$ cat config.mk
export PLATFORM = sky130hd
export DESIGN_NAME = prd_isqrt
export DESIGN_NICKNAME = d
export VERILOG_FILES = /design/src/hw/rtl/prd_pkg.sv /design/src/hw/rtl/prd_isqrt.sv
export SDC_FILE = /design/constraint.sdc
export NUM_CORES = 2
export LEC_CHECK = 0
export BUFFER_PORTS_ARGS = -buffer_cell sky130_fd_sc_hd__buf_2
export CAP_MARGIN = 20
export CORE_MARGIN = 8
export CORE_UTILIZATION = 35
export CTS_BUF_LIST = sky130_fd_sc_hd__clkbuf_4
export CTS_CLUSTER_DIAMETER = 150
export DETAILED_ROUTE_END_ITERATION = 6
export SLEW_MARGIN = 20
export SYNTH_ARGS = -nofsm -noshare
export SYNTH_HDL_FRONTEND = slang
export SYNTH_SLANG_ARGS = --single-unit
$ cat constraint.sdc
create_clock -name clk -period 5.15 [get_ports clk]
set_input_delay 1.03 -clock clk [delete_from_list [all_inputs] [get_ports clk]]
set_output_delay 1.03 -clock clk [all_outputs]
set_load 0.05 [all_outputs]
$ cat src/hw/rtl/prd_pkg.sv
// Shared constants, types and helpers of the pinhole ray direction pipeline.
package prd_pkg;

	localparam int COMPONENT_BITS_DEF = 16;
	localparam int COORD_BITS_DEF     = 16;

	// Normalized magnitude width: the peak lands in [2^29, 2^30).
	localparam int MAG_BITS   = 30;
	localparam int MAG_TOP    = MAG_BITS - 1;
	localparam int SQ_BITS    = 62;
	localparam int ROOT_BITS  = 31;
	localparam int ROOT_STEPS = 31;
	localparam int VEC_BITS   = 64;
	localparam int COEF_BITS  = 39;
	localparam logic signed [VEC_BITS-1:0] COEF_LIMIT = 64'sd274877906943;

	localparam int CFG_IDX_BITS = 3;

	typedef enum logic [CFG_IDX_BITS-1:0] {
		REG_FORWARD    = 3'd0,
		REG_RIGHT      = 3'd1,
		REG_UP         = 3'd2,
		REG_VIEW_SCALE = 3'd3,
		REG_FOCAL      = 3'd4,
		REG_INV_WIDTH  = 3'd5,
		REG_INV_HEIGHT = 3'd6,
		REG_ASPECT     = 3'd7
	} prd_reg_t;

	// Per-item payload that rides alongside the square root.
	typedef struct packed {
		logic [2:0][MAG_BITS-1:0] mag;
		logic [2:0]               neg;
		logic                     zero;
	} prd_side_t;

	function automatic logic signed [COEF_BITS-1:0] clamp_coef(input logic signed [VEC_BITS-1:0] v);
		logic signed [VEC_BITS-1:0] c;
		c = v;
		if (v > COEF_LIMIT) begin
			c = COEF_LIMIT;
		end else if (v < -COEF_LIMIT) begin
			c = -COEF_LIMIT;
		end
		return COEF_BITS'(c);
	endfunction

endpackage

$ cat src/hw/rtl/prd_isqrt.sv
// Integer square root, one result bit per pipeline stage.
module prd_isqrt import prd_pkg::*; (
	input  logic                  clk,
	input  logic                  arst_n,
	input  logic                  en,
	input  logic                  in_valid,
	input  logic [SQ_BITS-1:0]    sum,
	input  prd_side_t             side_in,
	output logic                  out_valid,
	output logic [ROOT_BITS-1:0]  root,
	output prd_side_t             side_out
);

	logic [SQ_BITS-1:0] rem_s  [ROOT_STEPS+1];
	logic [SQ_BITS-1:0] res_s  [ROOT_STEPS+1];
	prd_side_t          side_s [ROOT_STEPS+1];
	logic               vld_s  [ROOT_STEPS+1];

	assign rem_s[0]  = sum;
	assign res_s[0]  = '0;
	assign side_s[0] = side_in;
	assign vld_s[0]  = in_valid;

	for (genvar k = 0; k < ROOT_STEPS; k++) begin : g_step
		localparam logic [SQ_BITS-1:0] BIT = SQ_BITS'(1) << (2*(ROOT_STEPS-1-k));
		logic [SQ_BITS-1:0] trial, rem_n, res_n;

		always_comb begin
			trial = res_s[k] + BIT;
			if (rem_s[k] >= trial) begin
				rem_n = rem_s[k] - trial;
				res_n = (res_s[k] >> 1) + BIT;
			end else begin
				rem_n = rem_s[k];
				res_n = res_s[k] >> 1;
			end
		end

		always_ff @(posedge clk or negedge arst_n) begin
			if (!arst_n) begin
				vld_s[k+1] <= 1'b0;
			end else if (en) begin
				vld_s[k+1] <= vld_s[k];
			end
		end

		always_ff @(posedge clk) begin
			if (en) begin
				rem_s[k+1]  <= rem_n;
				res_s[k+1]  <= res_n;
				side_s[k+1] <= side_s[k];
			end
		end
	end

	assign out_valid = vld_s[ROOT_STEPS];
	assign root      = res_s[ROOT_STEPS][ROOT_BITS-1:0];
	assign side_out  = side_s[ROOT_STEPS];

endmodule

==> results.cfg <==
[sta]
finalCriticalPeriod_ns = 4.36
finalSetupTns_ns = 0
hold_viol = 0
setup_violations = 0
slew_headroom = 0.117
fmax_mhz = 229
slew_violations = 0
clock_skew_ns = 0.275
worstMarginPinSlew_ns = 1.31
rsz0062_at_grt = false
whs_ns = 0.277
fin_crit_sh = 0.847

[power]
vdd_drop_max_v = 0.000246
p_total_uw = 101000
power_density_mw_per_mm2 = 430
leakage_uw = 0.0847

[floorplanning]
die_area_mm2 = 0.604
rows = 279
ios = 286
die_y_um = 777
die_x_um = 777
initial_utilization = 0.351
coreArea_mm2 = 0.577

[routing]
wl_met1_um = 136000
wl_met3_um = 17600
firstDrtPassIters = 6
antenna_left = 0
top_layer = met4
viasPerCell = 4.58
routedWlPerCell_um = 15.9
vias = 104000
drt_wl_total_um = 360000
route.detailed.drc = 0
wl_met2_um = 184000
first_iter_violations = 5732

[global_route]
grt_pass1_vias = 109000
grt_pass1_wl_um = 562000
grt_max_degree = 165
grt_antenna_before_repair = 11
grt.total_usage = 0.117
gr-total-overflow = 0

[synth]
yosys_warnings = 0
syn_nets = 12800
netlist_top_cells_area = edfxtp_1 78%, ha_1 3.2%, xor2_1 2.0%
ys_seq_elements = 5301
syn_inst = 12100
async_flop_share = 0.00585
synth_edf_count = 5270
seq_area_frac_synth = 0.784
synthTopCellsByCount = 5,270 x edfxtp_1, 647 x nand2_1, 635 x inv_1
ys.flop_type = edfxtp_1
synth_cell_type_count = 106
synth_area_leader_cell = edfxtp_1
synth.most_common_cell = edfxtp_1
synth_top_area_share = 0.780
synth_area_mm2 = 0.203
syn_avg_cell_area_um2 = 16.7

[hold_path]
hp-class = reg -> reg

[critical_path]
arrival_ns = 5.71
crit_path_max_fanout = 37
critPathCaptureType = flop
critPathRequiredTime_ns = 6.50
critPathKind = reg -> reg
cp-start-kind = flop

[finish]
finalNetCount = 14800
fin_util = 0.406
fillers = 52700
syn2layout_area_growth_pct = 15.7
fin_cells = 22700
drive_gt1_frac = 0.181

[placed_design]
placed_cells = 20100
dp_hpwl_um = 244000
port_buffers = 285
gp_congestion = 0.951

[clocking]
cts_buffer_depth = 5
cts_sinks = 5301
post_cts_buffers = 0
clock_latency_ns = 1.79
cts_resized = 0
cts_htree_levels = 7
numCtsBuffers = 1405
cts_hold_buf = 324
tritoncts = built
root_buffer = clkbuf_4
clk_pin_slew_ns = 0.07

[status]
status = complete, no violations

[flow_run]
maxCapViolations = 0
[cell families (layout without fill, tap and decap cells)]
kind of cell / count (synthesis) / in the layout / share of synthesized area
other cells: 0 / 31 / 0
mux: 96 / 96 / 0.00523
xor+xnor: 825 / 825 / 0.0356
compound gates: 1732 / 1732 / 0.0532
fa+ha+maj: 525 / 525 / 0.0324
buf+inv: 937 / 3740 / 0.0193
simple gates: 2731 / 2731 / 0.0702
flops: 5301 / 5301 / 0.784
[cell usage in the layout, fill, tap and decap left out, types with 126 or more instances in the layout]
| master | synthesis | routed |
|---|---|---|
| a21o_1 | 166 | 166 |
| a21oi_1 | 526 | 525 |
| buf_2 | 21 | 284 |
| buf_4 | 98 | 147 |
| clkbuf_4 | 0 | 1969 |
| clkinv_1 | 1 | 231 |
| dlygate4sd3_1 | 0 | 323 |
| edfxtp_1 | 5270 | 5270 |
| ha_1 | 525 | 525 |
| inv_1 | 635 | 635 |
| nand2_1 | 647 | 647 |
| nand3_1 | 147 | 147 |
| nand4_1 | 155 | 155 |
| nor2_1 | 517 | 516 |
| nor3_1 | 260 | 258 |
| nor4_1 | 316 | 315 |
| o21ai_0 | 386 | 386 |
| or3_1 | 126 | 126 |
| xnor2_1 | 357 | 357 |
| xor2_1 | 468 | 468 |
[path summary, 6_finish.rpt]
check,start,cells past startpoint,slack [ns],endpoint
max,rem_s[847],12,0.79,rem_s[793]
max in group asynchronous,arst_n,5,4.07,vld_s[9]
min reg2reg,side_s[220],0,0.28,side_s[126]
min in group asynchronous,arst_n,5,0.90,vld_s[3]
max reg2reg,rem_s[847],12,0.79,rem_s[793]
min,side_s[220],0,0.28,side_s[126]
[power by group]
group	switching [µW]	internal (µW)
clock network	15600	17900
logic	7670	5220
registers	2230	52400
[state kept, by name, indices dropped and copies added, names as in the netlist]
| name | count |
|---|---|
| side_s | 2820 |
| rem_s | 1860 |
| res_s | 465 |
| side_out | 94 |
| root | 31 |
| vld_s | 30 |
| out_valid | 1 |
[area by class of cell]
cell class / count / area (µm²) / area share
clock inverter: 298 / 1450 / 0.00616
multi-input combinational: 5909 / 39900 / 0.170
antenna: 31 / 77.6 / 0.000331
inverter: 646 / 2420 / 0.0103
clock buffer: 1969 / 14800 / 0.0630
sequential: 5301 / 159000 / 0.678
timing repair buffer: 827 / 7220 / 0.0308
tap: 7727 / 9670 / 0.0412
[layer usage]
layer,GRT usage,vias to the layer above
li1,-,51300
met1,0.116,49000
met2,0.208,2704
met3,0.0356,1089
met4,0.0830,0
met5,0,-
[through the flow]
| stage | worst slack (ns) | cell area, µm² |
|---|---|---|
| after floorplan | 1.62 | 203000 |
| after global placement | 0.967 | 215000 |
| after detailed placement | 0.937 | 215000 |
| after CTS | 0.829 | 234000 |
| after global routing | 0.536 | 235000 |
| final | 0.787 | 235000 |
[critical path, stage by stage (launching register included)]
cell	delay, ns
edfxtp_1	0.42
ha_1	0.38
nand2_1	0.15
or3_1	0.51
nor3_1	0.75
a31oi_1	0.16
and3_1	0.25
o2111a_1	0.14
buf_4	0.24
inv_2	0.10
o311ai_2	0.24
nor4_1	0.57
xor2_1	0.12
Note: power is estimated with default switching activity, not from simulation.
